[src/sfr_pkg.sv]
// Shared types and constants for the SBUS frame receiver.
// Used by every module of the block; no dependencies.
`timescale 1ns / 1ps
`default_nettype none

package sfr_pkg;

	localparam int FRAME_BYTES   = 25;
	localparam int CHANNELS      = 16;
	localparam int ADDR_W        = $clog2(FRAME_BYTES);
	localparam int CH_W          = $clog2(CHANNELS);
	localparam int CH_BITS       = 11;
	localparam int OFFSET_CHS    = 4;
	localparam int ACC_W         = CH_BITS + 7;
	localparam int BITS_W        = 5;
	localparam int CFG_IDX_W     = 3;
	localparam int CFG_DATA_W    = 8;

	localparam logic [ADDR_W-1:0] FIRST_PAYLOAD = ADDR_W'(1);
	localparam logic [ADDR_W-1:0] LAST_PAYLOAD  = ADDR_W'(22);
	localparam logic [ADDR_W-1:0] FLAGS_BYTE    = ADDR_W'(23);
	localparam logic [ADDR_W-1:0] TAIL_BYTE     = ADDR_W'(FRAME_BYTES - 1);
	localparam logic [11:0]       CH_OFFSET     = 12'd1024;

	localparam logic OP_BYTE = 1'b0;
	localparam logic OP_TICK = 1'b1;

	localparam logic [CFG_IDX_W-1:0] REG_TAIL_CHECK = 3'd0;
	localparam logic [CFG_IDX_W-1:0] REG_TAIL_VALUE = 3'd1;
	localparam logic [CFG_IDX_W-1:0] REG_HEAD_VALUE = 3'd2;
	localparam logic [CFG_IDX_W-1:0] REG_TIMEOUT    = 3'd3;

	typedef struct packed {
		logic       tail_check;
		logic [7:0] tail_value;
		logic [7:0] head_value;
		logic [7:0] timeout_ticks;
	} sfr_cfg_t;

	typedef struct packed {
		logic              we;
		logic [ADDR_W-1:0] addr;
		logic [7:0]        data;
	} sfr_wr_t;

	typedef struct packed {
		logic       start;
		logic       good;
		logic [7:0] flags;
	} sfr_run_t;

endpackage

`default_nettype wire

[src/sfr_store.sv]
// Frame byte memory: one write port, one read port with registered data.
// Depends on sfr_pkg.
`timescale 1ns / 1ps
`default_nettype none

module sfr_store
	import sfr_pkg::*;
(
	input  wire logic              clk,
	input  wire sfr_wr_t           wr,
	input  wire logic              rd_en,
	input  wire logic [ADDR_W-1:0] rd_addr,
	output logic      [7:0]        rd_data
);

	logic [7:0] mem [FRAME_BYTES];
	logic [7:0] rd_data_q;

	always_ff @(posedge clk) begin
		if (wr.we) begin
			mem[wr.addr] <= wr.data;
		end
		if (rd_en) begin
			rd_data_q <= mem[rd_addr];
		end
	end

	assign rd_data = rd_data_q;

endmodule

`default_nettype wire

[src/sfr_framer.sv]
// Frame hunting, byte collection, frame checks and silence counting.
// Writes bytes into sfr_store and launches result runs. Depends on sfr_pkg.
`timescale 1ns / 1ps
`default_nettype none

module sfr_framer
	import sfr_pkg::*;
(
	input  wire logic       clk,
	input  wire logic       arst_n,
	input  wire sfr_cfg_t   cfg,
	input  wire logic       accept,
	input  wire logic       opcode,
	input  wire logic [7:0] rx_byte,
	output sfr_wr_t         wr,
	output sfr_run_t        run
);

	logic              in_frame_q;
	logic [ADDR_W-1:0] byte_count_q;
	logic [8:0]        silence_q;
	logic [7:0]        head_byte_q;
	logic [7:0]        flags_q;

	logic              in_frame_d;
	logic [ADDR_W-1:0] byte_count_d;
	logic [8:0]        silence_d;
	logic [8:0]        silence_inc;
	logic [8:0]        timeout_ext;

	assign timeout_ext = {1'b0, cfg.timeout_ticks};
	assign silence_inc = silence_q + 9'd1;

	always_comb begin
		in_frame_d   = in_frame_q;
		byte_count_d = byte_count_q;
		silence_d    = silence_q;
		wr.we        = 1'b0;
		wr.addr      = byte_count_q;
		wr.data      = rx_byte;
		run.start    = 1'b0;
		run.good     = 1'b0;
		run.flags    = flags_q;
		if (accept) begin
			if (opcode == OP_TICK) begin
				// saturate one above the timeout
				if (silence_q <= timeout_ext) begin
					silence_d = silence_inc;
					if (silence_inc > timeout_ext) begin
						run.start = 1'b1;
					end
				end
			end else if (!in_frame_q) begin
				if (rx_byte == cfg.head_value) begin
					wr.we        = 1'b1;
					wr.addr      = '0;
					byte_count_d = ADDR_W'(1);
					in_frame_d   = 1'b1;
				end
			end else if (byte_count_q > TAIL_BYTE) begin
				byte_count_d = '0;
				in_frame_d   = 1'b0;
			end else begin
				wr.we        = 1'b1;
				byte_count_d = byte_count_q + ADDR_W'(1);
				if (byte_count_q == TAIL_BYTE) begin
					byte_count_d = '0;
					in_frame_d   = 1'b0;
					if (head_byte_q == cfg.head_value &&
					    (!cfg.tail_check || rx_byte == cfg.tail_value)) begin
						silence_d = '0;
						run.start = 1'b1;
						run.good  = 1'b1;
					end
				end
			end
		end
	end

	always_ff @(posedge clk or negedge arst_n) begin
		if (!arst_n) begin
			in_frame_q   <= 1'b0;
			byte_count_q <= '0;
			silence_q    <= '0;
		end else begin
			in_frame_q   <= in_frame_d;
			byte_count_q <= byte_count_d;
			silence_q    <= silence_d;
		end
	end

	// keep byte 0 and the flags byte beside the memory for the checks and the run
	always_ff @(posedge clk) begin
		if (wr.we && wr.addr == '0) begin
			head_byte_q <= rx_byte;
		end
		if (wr.we && wr.addr == FLAGS_BYTE) begin
			flags_q <= rx_byte;
		end
	end

endmodule

`default_nettype wire

[src/sfr_unpack.sv]
// Channel unpacker: reads payload bytes from sfr_store into a bit
// accumulator and emits 11-bit channels through an output register.
// Depends on sfr_pkg.
`timescale 1ns / 1ps
`default_nettype none

module sfr_unpack
	import sfr_pkg::*;
(
	input  wire logic              clk,
	input  wire logic              arst_n,
	input  wire sfr_run_t          run,
	output logic                   busy,
	output logic                   rd_en,
	output logic      [ADDR_W-1:0] rd_addr,
	input  wire logic [7:0]        rd_data,
	output logic                   out_valid,
	input  wire logic              out_ready,
	output logic      [CH_W-1:0]   channel,
	output logic signed [11:0]     value,
	output logic      [7:0]        flags,
	output logic                   connected,
	output logic                   last
);

	logic              run_q;
	logic              good_q;
	logic [7:0]        flags_q;
	logic [CH_W-1:0]   ch_q;
	logic [ADDR_W-1:0] rd_addr_q;
	logic              pend_q;
	logic [ACC_W-1:0]  acc_q;
	logic [BITS_W-1:0] bits_q;

	logic              out_valid_q;
	logic [CH_W-1:0]   channel_q;
	logic [11:0]       value_q;
	logic [7:0]        flags_out_q;
	logic              connected_q;
	logic              last_q;

	logic              out_free;
	logic [ACC_W-1:0]  acc_in;
	logic [BITS_W-1:0] bits_in;
	logic [BITS_W-1:0] bits_left;
	logic              emit;
	logic [11:0]       raw_ext;
	logic [11:0]       ch_value;

	assign out_free = !out_valid_q || out_ready;

	always_comb begin
		acc_in  = acc_q;
		bits_in = bits_q;
		if (pend_q) begin
			acc_in  = acc_q | (ACC_W'(rd_data) << bits_q[3:0]);
			bits_in = bits_q + BITS_W'(8);
		end
		emit      = run_q && out_free && (!good_q || bits_in >= BITS_W'(CH_BITS));
		bits_left = emit ? bits_in - BITS_W'(CH_BITS) : bits_in;
		rd_en     = run_q && good_q && rd_addr_q <= LAST_PAYLOAD
		            && bits_left < BITS_W'(CH_BITS);
		rd_addr   = rd_addr_q;
		raw_ext   = {1'b0, acc_in[CH_BITS-1:0]};
		if (!good_q) begin
			ch_value = '0;
		end else if (ch_q < CH_W'(OFFSET_CHS)) begin
			ch_value = raw_ext - CH_OFFSET;
		end else begin
			ch_value = raw_ext;
		end
	end

	always_ff @(posedge clk or negedge arst_n) begin
		if (!arst_n) begin
			run_q       <= 1'b0;
			pend_q      <= 1'b0;
			out_valid_q <= 1'b0;
		end else begin
			if (run.start) begin
				run_q  <= 1'b1;
				pend_q <= 1'b0;
			end else begin
				pend_q <= rd_en;
				if (emit && ch_q == CH_W'(CHANNELS - 1)) begin
					run_q <= 1'b0;
				end
			end
			if (emit) begin
				out_valid_q <= 1'b1;
			end else if (out_ready) begin
				out_valid_q <= 1'b0;
			end
		end
	end

	always_ff @(posedge clk) begin
		if (run.start) begin
			good_q    <= run.good;
			flags_q   <= run.flags;
			ch_q      <= '0;
			rd_addr_q <= FIRST_PAYLOAD;
			acc_q     <= '0;
			bits_q    <= '0;
		end else begin
			if (rd_en) begin
				rd_addr_q <= rd_addr_q + ADDR_W'(1);
			end
			acc_q  <= emit ? (acc_in >> CH_BITS) : acc_in;
			bits_q <= bits_left;
			if (emit) begin
				ch_q <= ch_q + CH_W'(1);
			end
		end
		if (emit) begin
			channel_q   <= ch_q;
			value_q     <= ch_value;
			flags_out_q <= good_q ? flags_q : 8'd0;
			connected_q <= good_q;
			last_q      <= (ch_q == CH_W'(CHANNELS - 1));
		end
	end

	assign busy      = run_q;
	assign out_valid = out_valid_q;
	assign channel   = channel_q;
	assign value     = $signed(value_q);
	assign flags     = flags_out_q;
	assign connected = connected_q;
	assign last      = last_q;

endmodule

`default_nettype wire

[src/sbus_frame_receiver_core.sv]
// SBUS frame receiver top level: configuration registers and the glue
// between framer, frame memory and unpacker. Depends on sfr_pkg and submodules.
//
// Usage:
//   Input channel (in_valid/in_ready, opcode, rx_byte) takes one word per
//   cycle: a received byte (opcode 0) or a millisecond tick (opcode 1).
//   Bytes that cause no result are taken back to back, one per cycle.
//   An accepted frame (25th byte) or the tick that crosses the timeout starts
//   a run of 16 result words on the output channel (out_valid/out_ready).
//   A frame run reads payload bytes from the frame memory into a bit
//   accumulator, reading the next byte while fewer than 11 bits would be
//   left after an emit. A failsafe run needs no reads and gives one word
//   per cycle while the output register is free.
//   in_ready is low while a run is in progress, so the memory is never
//   written while it is being read; it rises again once the last word of the
//   run sits in the output register, even if that word has not been taken.
//   A stall on out_ready holds the output register and pauses the run.
//   Configuration writes (cfg_we, cfg_index, cfg_data) take effect at once;
//   indexes beyond the register list are ignored.
//   Reset clears framing, the silence counter and any run, and loads the
//   register defaults; the frame memory needs no clearing.
`timescale 1ns / 1ps
`default_nettype none

module sbus_frame_receiver_core
	import sfr_pkg::*;
(
	input  wire logic                  clk,
	input  wire logic                  arst_n,
	input  wire logic                  cfg_we,
	input  wire logic [CFG_IDX_W-1:0]  cfg_index,
	input  wire logic [CFG_DATA_W-1:0] cfg_data,
	input  wire logic                  in_valid,
	output logic                       in_ready,
	input  wire logic                  opcode,
	input  wire logic [7:0]            rx_byte,
	output logic                       out_valid,
	input  wire logic                  out_ready,
	output logic      [CH_W-1:0]       channel,
	output logic signed [11:0]         value,
	output logic      [7:0]            flags,
	output logic                       connected,
	output logic                       last
);

	sfr_cfg_t          cfg_q;
	sfr_wr_t           wr;
	sfr_run_t          run;
	logic              busy;
	logic              accept;
	logic              rd_en;
	logic [ADDR_W-1:0] rd_addr;
	logic [7:0]        rd_data;

	always_ff @(posedge clk or negedge arst_n) begin
		if (!arst_n) begin
			cfg_q.tail_check    <= 1'b1;
			cfg_q.tail_value    <= 8'h00;
			cfg_q.head_value    <= 8'h0F;
			cfg_q.timeout_ticks <= 8'd60;
		end else if (cfg_we) begin
			case (cfg_index)
				REG_TAIL_CHECK: cfg_q.tail_check    <= cfg_data[0];
				REG_TAIL_VALUE: cfg_q.tail_value    <= cfg_data;
				REG_HEAD_VALUE: cfg_q.head_value    <= cfg_data;
				REG_TIMEOUT:    cfg_q.timeout_ticks <= cfg_data;
				default: ;
			endcase
		end
	end

	assign in_ready = !busy;
	assign accept   = in_valid && in_ready;

	sfr_framer u_framer (
		.clk     (clk),
		.arst_n  (arst_n),
		.cfg     (cfg_q),
		.accept  (accept),
		.opcode  (opcode),
		.rx_byte (rx_byte),
		.wr      (wr),
		.run     (run)
	);

	sfr_store u_store (
		.clk     (clk),
		.wr      (wr),
		.rd_en   (rd_en),
		.rd_addr (rd_addr),
		.rd_data (rd_data)
	);

	sfr_unpack u_unpack (
		.clk       (clk),
		.arst_n    (arst_n),
		.run       (run),
		.busy      (busy),
		.rd_en     (rd_en),
		.rd_addr   (rd_addr),
		.rd_data   (rd_data),
		.out_valid (out_valid),
		.out_ready (out_ready),
		.channel   (channel),
		.value     (value),
		.flags     (flags),
		.connected (connected),
		.last      (last)
	);

endmodule

`default_nettype wire

[config.mk]
export PLATFORM = sky130hd
export DESIGN_NAME = sbus_frame_receiver_core
export DESIGN_NICKNAME = d
export VERILOG_FILES = /design/src/sfr_pkg.sv /design/src/sfr_store.sv /design/src/sfr_framer.sv /design/src/sfr_unpack.sv /design/src/sbus_frame_receiver_core.sv
export SDC_FILE = /design/constraint.sdc
export NUM_CORES = 1
export LEC_CHECK = 0
export BUFFER_PORTS_ARGS = -buffer_cell sky130_fd_sc_hd__buf_2
export CAP_MARGIN = 20
export CORE_ASPECT_RATIO = 1.75
export CORE_MARGIN = 1.5
export CORE_UTILIZATION = 45
export CTS_BUF_LIST = sky130_fd_sc_hd__clkbuf_8
export CTS_CLUSTER_DIAMETER = 50
export DETAILED_ROUTE_END_ITERATION = 16
export GPL_TIMING_DRIVEN = 1
export PLACE_DENSITY = 0.6
export SLEW_MARGIN = 20
export SYNTH_ARGS = -nofsm -noshare
export SYNTH_HDL_FRONTEND = slang
export SYNTH_SLANG_ARGS = --single-unit
export TNS_END_PERCENT = 20
[constraint.sdc]
create_clock -name clk -period 4.1 [get_ports clk]
set_input_delay 0.82 -clock clk [delete_from_list [all_inputs] [get_ports clk]]
set_output_delay 0.82 -clock clk [all_outputs]
set_load 0.01 [all_outputs]
==> impl_results.rst <==
.. list-table::
   :header-rows: 1

   * - Metric
     - Value
   * - Synthesized instance count
     - 898
   * - Path type of the worst setup path
     - flop to flop
   * - Congestion Overflow GR
     - 0
   * - Count of endpoints failing hold in the final timing report
     - 0
   * - Share of synthesized area occupied by flip-flops and latches
     - 67.1%
   * - Maximum cell stage delay along the critical path
     - 0.63 ns
   * - Syn_area_per_cell
     - 15.8 um2
   * - Inserted Clock Buffers
     - 48
   * - Share of async-settable or async-resettable flops after synthesis
     - 12.9%
   * - Area of the placeable core
     - 30800 um2
   * - Insertion delay of the later-clocked pin in the worst-skew pair
     - 0.59 ns
   * - Arrival time of the worst setup path
     - 4.18 ns
   * - Cell variety after synth
     - 66
   * - Worst hold slack
     - 0.154 ns
   * - Tot GR Track Use
     - 19.4%
   * - Power spent charging and discharging nets
     - 3.12 mW
   * - Area growth syn-to-layout
     - 12.2%
   * - Post-synth net total
     - 946
   * - Antenna cells
     - 0
   * - Post-layout min period
     - 3.70 ns
   * - Setup TNS after final layout
     - 0 ns
   * - Number of gates given a new drive strength after cts
     - 0
   * - Most repeated library cell on the critical path
     - a211oi_1
   * - Post-layout net count
     - 1040
   * - Number of warnings printed during yosys synthesis
     - 0
   * - Drt pass-1 iters
     - 5
   * - Required arrival time at the worst endpoint
     - 4.58 ns
   * - Port Buf Inserts
     - 52
   * - Cell accounting for the most synthesized area
     - edfxtp_1
   * - Clk slew on worst S/H paths
     - 0.07 ns
   * - Clock Tree Buf Depth
     - 3
   * - Max-slew headroom at the worst pin
     - 29.3%
   * - Post-CTS setup buffer count
     - 0
   * - Final clock skew
     - 0.0142 ns
   * - Final ANT Viol Nets
     - 0
   * - Number of remaining DRC errors
     - 0
   * - Cell Int Power
     - 6.73 mW
   * - Most frequently used flop master after synthesis
     - edfxtp_1
   * - Area enclosed by the die boundary
     - 32600 um2
   * - HPWL after detailed placement
     - 20600 um
   * - Number of hold buffers added after CTS
     - 0
   * - Proportion of layout cells with a drive suffix above 1
     - 25.1%
   * - Wire length after detailed routing
     - 29800 um
   * - Vias after detailed routing
     - 7859
   * - Ports
     - 53
   * - Ratio of total power to cell area
     - 620 nW/um2
   * - CP max-delay cell
     - o211ai_1
   * - Number of failing setup endpoints in the final timing report
     - 0
   * - Antenna violations before repair
     - 0
   * - RSZ-0062 raised after global routing
     - no
   * - Actual transition at the worst max-transition pin
     - 1.06 ns
   * - Worst hold path class
     - primary input to async pin
   * - Die span in y
     - 238 um
   * - Sequential cell fraction of total power
     - 45.9%
   * - TritonCTS clock tree
     - yes
   * - WL/cell
     - 21.0 um
   * - Top cell type's share of synthesized area
     - 54.9%
   * - Number of global-route vias before repair
     - 8224
   * - Number of synthesized flops with an enable pin
     - 259
   * - Type of destination of the critical path
     - flop
   * - Number of DRC markers in iteration 0
     - 298
   * - Root buffer selected by CTS
     - clkbuf_8
   * - Count of maximum capacitance violations
     - 0
   * - Startpoint kind of the worst setup timing path
     - flop
   * - Cell breakdown of the critical path
     - ha_1 -> and3_1 -> nand3_1 -> xnor2_1 -> ha_1 -> a211oi_1 -> a21boi_0 -> a211oi_1 -> o211ai_1 -> nand2_4 -> a211oi_1
   * - Die width
     - 137 um
   * - Initial standard-cell utilization of the core
     - 45.9%
   * - Filler instances
     - 2606
   * - IR drop worst, VDD
     - 0.343 mV
   * - Share of power burned in the clock network
     - 25.0%
   * - Summed instance area of the synthesized netlist
     - 14200 um2
   * - Clock net sink count
     - 334
   * - Maximum number of pins on one net before global-route repair
     - 36
   * - Drt via density
     - 5.52
   * - Flip-flop and latch count after synthesis
     - 334
   * - Final-report max-slew violation count
     - 0
   * - Largest cells by area after synthesis
     - edfxtp_1 (55%), mux4_2 (9.1%), dfrtp_1 (6.0%), dfxtp_1 (4.5%), mux2_2 (2.9%)
   * - Final critical-path setup slack
     - 0.404 ns
   * - Clock H-tree levels
     - 2
   * - Overall Power
     - 9.84 mW
   * - Sw Ratio
     - 31.7%
   * - Placement Rows
     - 85
   * - Largest fanout on the critical path
     - 35
   * - Global-route wire length before repair
     - 46800 um
   * - Result of the run
     - completed
   * - Final cell utilization of the core
     - 51.5%
   * - Maximum clock rate
     - 271 MHz
   * - Static leakage
     - 5.85 nW
   * - Placement-stage worst setup slack
     - 0.426 ns
   * - Tcrit/Tclk final
     - 90.2%
   * - Comb power frac
     - 29.1%
   * - Routability Congestion
     - 0.859
## power groups by stage
stage / logic [mW] / clock network [mW] / registers [mW]
floorplan: 2.28 / 0 / 4.37
global placement: 2.87 / 0 / 4.59
detailed placement: 2.90 / 0 / 4.60
CTS: 2.92 / 2.54 / 4.53
global route: 3.15 / 2.68 / 4.58
finish: 2.86 / 2.46 / 4.52
## synthesized netlist by cell type (all sizes together), types with 21 or more instances
master	number
edfxtp	259
mux4	57
nor2	50
nand2	41
mux2	37
dfrtp	34
dfxtp	32
a21oi	31
o21ai	30
clkbuf	26
nor3	24
xor2	24
ha	23
mux2i	22
inv	21
## layer usage
metal / global-route usage [%] / wire [um]
met5: 0 / 0
met4: 8.87 / 1240
met3: 3.24 / 1150
met2: 36.4 / 16600
met1: 20.7 / 10800
## critical path: cells and delay by family, from the launching register on
kind            cells  cell delay, ns
compound gates      5            1.61
xor+xnor            1            0.16
fa+ha+maj           2            0.58
flops               1            0.43
simple gates        3            0.80
## worst paths after layout
kind	end	start	depth (start not counted)	slack (ns)
worst max-delay path	u_unpack.acc_q[5]	u_framer.silence_q[0]	11	0.40
worst min-delay path	cfg_q[15]	arst_n	1	0.15
worst max register to register	u_unpack.acc_q[5]	u_framer.silence_q[0]	11	0.40
worst min register to register	u_unpack.flags_q[3]	u_framer.flags_q[3]	0	0.42
max in group asynchronous	cfg_q[3]	arst_n	2	3.15
min in group clk	u_unpack.flags_q[3]	u_framer.flags_q[3]	0	0.42
## kinds of logic (layout without fill, tap and decap cells)
| kind of cell | Yosys count | after routing | share of synthesized area [%] |
|---|---|---|---|
| adder cells (fa/ha/maj) | 23 | 23 | 2.03 |
| multiplexers | 116 | 116 | 13.6 |
| AO/OA/AOI/OAI | 119 | 119 | 5.52 |
| AND/OR/NAND/NOR | 205 | 205 | 7.50 |
| buffers and inverters | 63 | 197 | 1.92 |
| flip-flops | 334 | 334 | 67.1 |
| XOR/XNOR | 38 | 38 | 2.35 |
## cells in the final DEF, fill, tap and decap left out, drive strengths merged, types with 14 or more instances in the layout
cell,instances
edfxtp,259
inv,44
nor2,50
a211oi,14
mux2,37
clkbuf,52
nand3,20
dfxtp,32
clkinv,14
mux4,57
xnor2,14
a21oi,31
nor3,24
mux2i,22
nand2,41
ha,23
o21ai,30
dfrtp,34
buf,86
xor2,24
## state kept, by name (all words and copies together), names as in the netlist, 4 cells and up
| name | cells |
|---|---|
| cfg_q | 25 |
| u_framer.byte_count_q | 5 |
| u_unpack.flags_q | 8 |
| u_store.rd_data | 8 |
| u_unpack.channel | 4 |
| u_unpack.ch_q | 4 |
| u_store.mem | 200 |
| u_framer.head_byte_q | 8 |
| u_framer.silence_q | 9 |
| u_unpack.bits_q | 5 |
| u_unpack.value | 12 |
| u_framer.flags_q | 8 |
| u_unpack.acc_q | 18 |
| u_unpack.flags | 8 |
| u_unpack.rd_addr | 5 |
## per-stage QoR
| stage | cell area, um2 | instances |
|---|---|---|
| final | 15900 | 1423 |
| after CTS | 15900 | 1423 |
| after floorplan | 14200 | 898 |
| after detailed placement | 15000 | 1333 |
| after global routing | 15900 | 1423 |
| after global placement | 15000 | 1333 |
## layout make-up
class / instances / area [um2] / share of cell area [%]
Inverter: 21 / 78.8 / 0.496
Sequential cell: 334 / 9510 / 59.9
Tap cell: 391 / 489 / 3.08
Multi-Input combinational cell: 501 / 4390 / 27.6
Clock buffer: 52 / 716 / 4.50
Clock inverter: 38 / 179 / 1.13
Timing Repair Buffer: 86 / 528 / 3.32
Note: power is estimated with default switching activity, not from simulation.
